File: src/rtl/mgd_pkg.sv
// Shared types and constants for the masked grid diffusion unit.
`default_nettype none
package mgd_pkg;

  localparam int VEL_W  = 32;
  localparam int ACC_W  = 36;
  localparam int RATE_W = 16;
  localparam int PROD_W = ACC_W + RATE_W + 1;
  localparam int SUM_W  = VEL_W + 6;
  localparam int FRAC_W = 16;

  typedef logic signed [VEL_W-1:0] vel_t;
  typedef logic signed [ACC_W-1:0] acc_t;

  localparam logic [1:0] REQ_LOAD = 2'd0;
  localparam logic [1:0] REQ_RUN  = 2'd1;
  localparam logic [1:0] REQ_READ = 2'd2;

  localparam logic [1:0] REG_WIDTH  = 2'd0;
  localparam logic [1:0] REG_HEIGHT = 2'd1;
  localparam logic [1:0] REG_STEPS  = 2'd2;
  localparam logic [1:0] REG_RATE   = 2'd3;

  localparam logic RESP_RUN  = 1'b0;
  localparam logic RESP_READ = 1'b1;

  typedef struct packed {
    logic mul_en;
    logic sel_y;
  } alu_ctl_t;

endpackage
`default_nettype wire

File: src/rtl/mgd_alu.sv
// Shared multiply, round and saturate unit for one velocity lane at a time.
`default_nettype none
module mgd_alu (
  input  wire logic                             clk,
  input  wire mgd_pkg::alu_ctl_t                ctl,
  input  wire logic [mgd_pkg::RATE_W-1:0]       rate,
  input  wire mgd_pkg::acc_t                    acc_x,
  input  wire mgd_pkg::acc_t                    acc_y,
  input  wire mgd_pkg::vel_t                    cen_x,
  input  wire mgd_pkg::vel_t                    cen_y,
  output mgd_pkg::vel_t                         result
);

  logic signed [mgd_pkg::PROD_W-1:0] prod;
  mgd_pkg::vel_t                     cen;
  logic signed [mgd_pkg::PROD_W-1:0] rnd;
  logic signed [mgd_pkg::SUM_W-1:0]  sum;
  mgd_pkg::acc_t                     acc_sel;

  assign acc_sel = ctl.sel_y ? acc_y : acc_x;

  always_ff @(posedge clk) begin
    if (ctl.mul_en) begin
      prod <= $signed({1'b0, rate}) * acc_sel;
      cen  <= ctl.sel_y ? cen_y : cen_x;
    end
  end

  // Round to nearest with ties toward plus infinity, then saturate.
  assign rnd = (prod + (mgd_pkg::PROD_W)'(signed'(33'sd32768))) >>> mgd_pkg::FRAC_W;
  assign sum = (mgd_pkg::SUM_W)'(cen) + $signed(rnd[mgd_pkg::SUM_W-1:0]);

  always_comb begin
    if (sum > (mgd_pkg::SUM_W)'(signed'(33'sh07FFFFFFF))) begin
      result = 32'sh7FFFFFFF;
    end else if (sum < -(mgd_pkg::SUM_W)'(signed'(34'sh080000000))) begin
      result = 32'sh80000000;
    end else begin
      result = sum[mgd_pkg::VEL_W-1:0];
    end
  end

endmodule
`default_nettype wire

File: config.mk
export PLATFORM = sky130hd
export DESIGN_NAME = mgd_alu
export DESIGN_NICKNAME = d
export VERILOG_FILES = /design/src/rtl/mgd_pkg.sv /design/src/rtl/mgd_alu.sv
export SDC_FILE = /design/constraint.sdc
export NUM_CORES = 2
export LEC_CHECK = 0
export BUFFER_PORTS_ARGS = -buffer_cell sky130_fd_sc_hd__buf_2
export CAP_MARGIN = 20
export CORE_MARGIN = 1.5
export CORE_UTILIZATION = 45
export CTS_CLUSTER_SIZE = 8
export DETAILED_ROUTE_END_ITERATION = 8
export SLEW_MARGIN = 15
export SYNTH_ARGS = -nofsm -noshare
export SYNTH_HDL_FRONTEND = slang
export SYNTH_SLANG_ARGS = --single-unit
File: constraint.sdc
create_clock -name clk -period 9.5 [get_ports clk]
set_input_delay 1.425 -clock clk [delete_from_list [all_inputs] [get_ports clk]]
set_output_delay 1.425 -clock clk [all_outputs]
set_load 0.01 [all_outputs]
* After elaboration in Yosys (flattened, before gate mapping)
Cells that the tools add are included.
** Storage, ports and cells
- Bits in registers :: 85
- Bits in latches :: 0
- Memory bits (writable) :: 0
- Bits in read-only memories :: 0
- Bits of input ports :: 155
- Output and inout bits :: 32
- Word-level logic and storage cells :: 11
- Memories :: 0
** Cells by class
- Add/subtract/negate cells :: 2
- Multiply operators :: 1
- Div/mod/pow operators :: 0
- Magnitude comparators :: 2
- Equality and inequality tests :: 0
- Shifts and indexed selects :: 0
- Mux-type cells :: 4
- Bitwise gates (word level) :: 0
- Reductions and logical operators :: 0
** Operators with widths (count)
- $mux 32 :: 3
- $add 53x17->53 const B :: 1
- $mul 17x36->53 :: 1
- $add 32x37->38 :: 1
- $gt 38x32->1 const B :: 1
- $lt 38x32->1 const B :: 1
- $mux 36 :: 1

* Longest topological paths before layout
- Word-level depth :: 5
- Gate-level depth with buffers :: 28
- Mapped depth without buffers :: 25

* Worst setup path before layout
Ideal clock, no wire load.
- Kind :: input port to flip-flop
- Start point :: input port ctl[0] (netlist bit)
- End point :: register prod[49] (netlist bit), data pin
- Library setup time :: 258 ps
- Arrival time :: 8337 ps
- Data required time :: 9242 ps
- Setup slack :: 904 ps
- Stages on the path :: 26
- Cell sequence :: clkbuf_1 -> buf_1 -> buf_1 -> mux2_2 -> clkbuf_1 -> nand2_1 -> fa_1 -> fa_1 -> fa_1 -> inv_1 -> fa_1 -> fa_1 -> inv_1 -> fa_1 -> inv_1 -> ha_1 -> clkbuf_1 -> and4_1 -> o2111a_1 -> o2111ai_1 -> o2111a_1 -> o31ai_1 -> nand4_1 -> a21boi_2 -> o22ai_1 -> xnor2_1
** On the way
- Word-level cells in the longest chain between the ends :: 2
** RTL lines
- start, declared :: line mgd_alu.sv:5 : input wire mgd_pkg::alu_ctl_t ctl,
- $mux 36 :: line mgd_alu.sv:20 : assign acc_sel = ctl.sel_y ? acc_y : acc_x;
- $mul 17x36->53 :: line mgd_alu.sv:24 : prod <= $signed({1'b0, rate}) * acc_sel;
- end signal, assigned :: line mgd_alu.sv:24
- end, declared :: line mgd_alu.sv:14 : logic signed [mgd_pkg::PROD_W-1:0] prod;
No other way between the ends.
A chain may end at the register's enable or synchronous reset.

* Final worst setup path
Same ends and word-level chain as after synthesis.

==> impl_metrics.tcl <==
set metrics [dict create \
    synth_largest_area_cell "fa_1" \
    drive_gt1_share_pct 11.1 \
    antenna_found_initial 0 \
    worstSetupPathType "in -> reg" \
    dp.cells 3600 \
    ys_async_sr_fraction_pct 0 \
    ys.flop_type "edfxtp_1" \
    critPathCaptureType "register" \
    fin_nets 3723 \
    hold_viol_final 0 \
    initial_core_util_pct 45.7 \
    ios 187 \
    drt_iter0_drc 1237 \
    setup_viol 0 \
    portBuffers 186 \
    ff_latch_area_mm2 0.00210 \
    hold_path_class "in -> reg" \
    crit_required_ns 9.59 \
    syn-cell-area_mm2 0.0253 \
    routed_wl_um 68500 \
    clock_path_buffers 2 \
    postRouteAntennaNets 0 \
    row_count 86 \
    syn2layout_area_growth_pct 6.80 \
    cts_buffers 9 \
    cp-start-kind "primary input" \
    grt_pass1_vias 20786 \
    drcViolationCount 0 \
    ys_ff_latch 70 \
    grt_setup_unrepaired "false" \
    period_share_pct 91.0 \
    grt_overflow 0 \
    critical_path.startpoint "ctl[0]" \
    crit_end "prod[49]$_DFFE_PP_" \
    yosys-top-cells-area "fa_1, inv_1, edfxtp_1, ha_1, nand2_1" \
    yosysMostFrequentCell "inv_1" \
    root_buffer "clkbuf_16" \
    h-tree-depth 3 \
    cts_tree "done" \
    crit_path_max_fanout 21 \
    num_vias 18970 \
    max_cap_viol_count 0 \
    drv_slew 0 \
    synth_edf_count 70 \
    yosysUniqueCellTypes 78 \
    slew_headroom_pct 30.1 \
    finalCriticalPeriod_ns 8.65 \
    gp_congestion 0.912 \
    n_antenna_cell 0 \
    multi_input_area_mm2 0.0203 \
    grt.total_usage_pct 24.8 \
    fin_setup_tns_ns 0 \
    post_cts_buffers 0 \
    fmax_mhz 116 \
    first_pass_iters 6 \
    synthTopCellsByCount "inv_1, fa_1, nand2_1" \
    path_clk_slew_ns 0.06 \
    syn-num-nets 3636 \
    status "completed" \
    tightest_slew_ns 1.05 \
    instances_no_fill 3616 \
    die_area_mm2 0.0576 \
    arrival_ns 8.73 \
    dp_hpwl_um 54700 \
    core_mm2 0.0553 \
    grt_pass1_wl_um 111000 \
    netlist_instances 2776 \
    avgRoutedWirePerCell_um 18.9 \
    synth_top_area_share_pct 43.1 \
    avgViaCountPerCell 5.25 \
    yosysWarningCount 0 \
    cts_resized 0 \
    fill_cells 5311 \
    die_w_um 240 \
    cts_hold_buf 0 \
    hold_depth 2 \
    synth_area_per_cell_um2 9.11 \
    die_h_um 240 \
    yosysSeqAreaShare_pct 8.31 \
    cts_sinks 70 \
    grt_max_degree 71 \
]
per-stage QoR:
stage	area, µm²	utilization [%]	hold slack, ns	setup WS, ns
after floorplan	25300	-	1.54	0.904
final	27000	48.8	1.39	0.852
after detailed placement	26700	48.3	1.73	0.522
after global placement	26700	48.3	1.73	0.731
after CTS	27000	48.8	1.38	0.899
after global routing	27000	48.8	1.39	0.392
worst max-delay path, stage by stage:
cell       delay (ns)
buf_4            0.27
buf_4            0.35
mux2_2           0.53
and2_1           0.24
fa_1             0.54
inv_1            0.05
fa_1             0.47
fa_1             0.53
inv_1            0.06
fa_1             0.48
fa_1             0.48
inv_1            0.05
fa_1             0.48
inv_1            0.04
ha_1             0.39
o21ai_0          0.12
o21bai_1         0.23
o2111a_1         0.28
o2111ai_1        0.11
o2111a_1         0.32
o31ai_1          0.49
nand4_1          0.22
a21boi_2         0.29
o22ai_1          0.14
xnor2_1          0.13
how the worst min path moves through the flow:
stage | start | to
CTS | cen_y[19] | cen[19]$_DFFE_PP_
floorplan | ctl[1] | cen[0]$_DFFE_PP_
detailed placement | cen_y[8] | cen[8]$_DFFE_PP_
finish | cen_y[19] | cen[19]$_DFFE_PP_
global route | cen_x[21] | cen[21]$_DFFE_PP_
global placement | cen_y[19] | cen[19]$_DFFE_PP_
routing by layer:
layer  part of all wire [%]  vias up  track usage (%)
li1                       -     8567                -
met3                    8.0       76             4.06
met5                      0        -                0
met4                    1.8        0             5.45
met1                     44     9585             34.5
met2                     46      742             40.6
cell families (layout without fill, tap and decap cells):
group,Yosys count,in the layout,synth area share (%)
muxes,68,68,3.03
DFF,70,70,8.31
xor gates and xnor gates,111,111,3.84
and+or+nand+nor,812,812,15.4
adders and majority gates,705,705,51.0
buffers and inverters,749,841,11.4
AOI/OAI and AO/OA,261,261,7.00
sequential cells by signal, summed over array words and instances (netlist names):
register / flops
cen: 32
prod: 38
layout make-up:
cell class	instances	share of cell area, %
multi-input combinational	1957	75.1
inverter	622	8.64
sequential	70	7.78
timing repair buffer	203	3.93
tap	748	3.46
clock buffer	11	0.862
clock inverter	5	0.185
placed cells by master, fill, tap and decap left out, types with 43 or more instances in the layout:
cell type    n
and2_1     214
fa_1       544
xnor2_1     71
a21oi_1     75
buf_2      185
nor2_1      57
mux2_2      68
edfxtp_1    70
o21ai_0     43
nand2_1    431
inv_1      622
ha_1       161
Power is not shown: default switching activity piles up to over one toggle a cycle in this logic, so the estimate is an artifact.
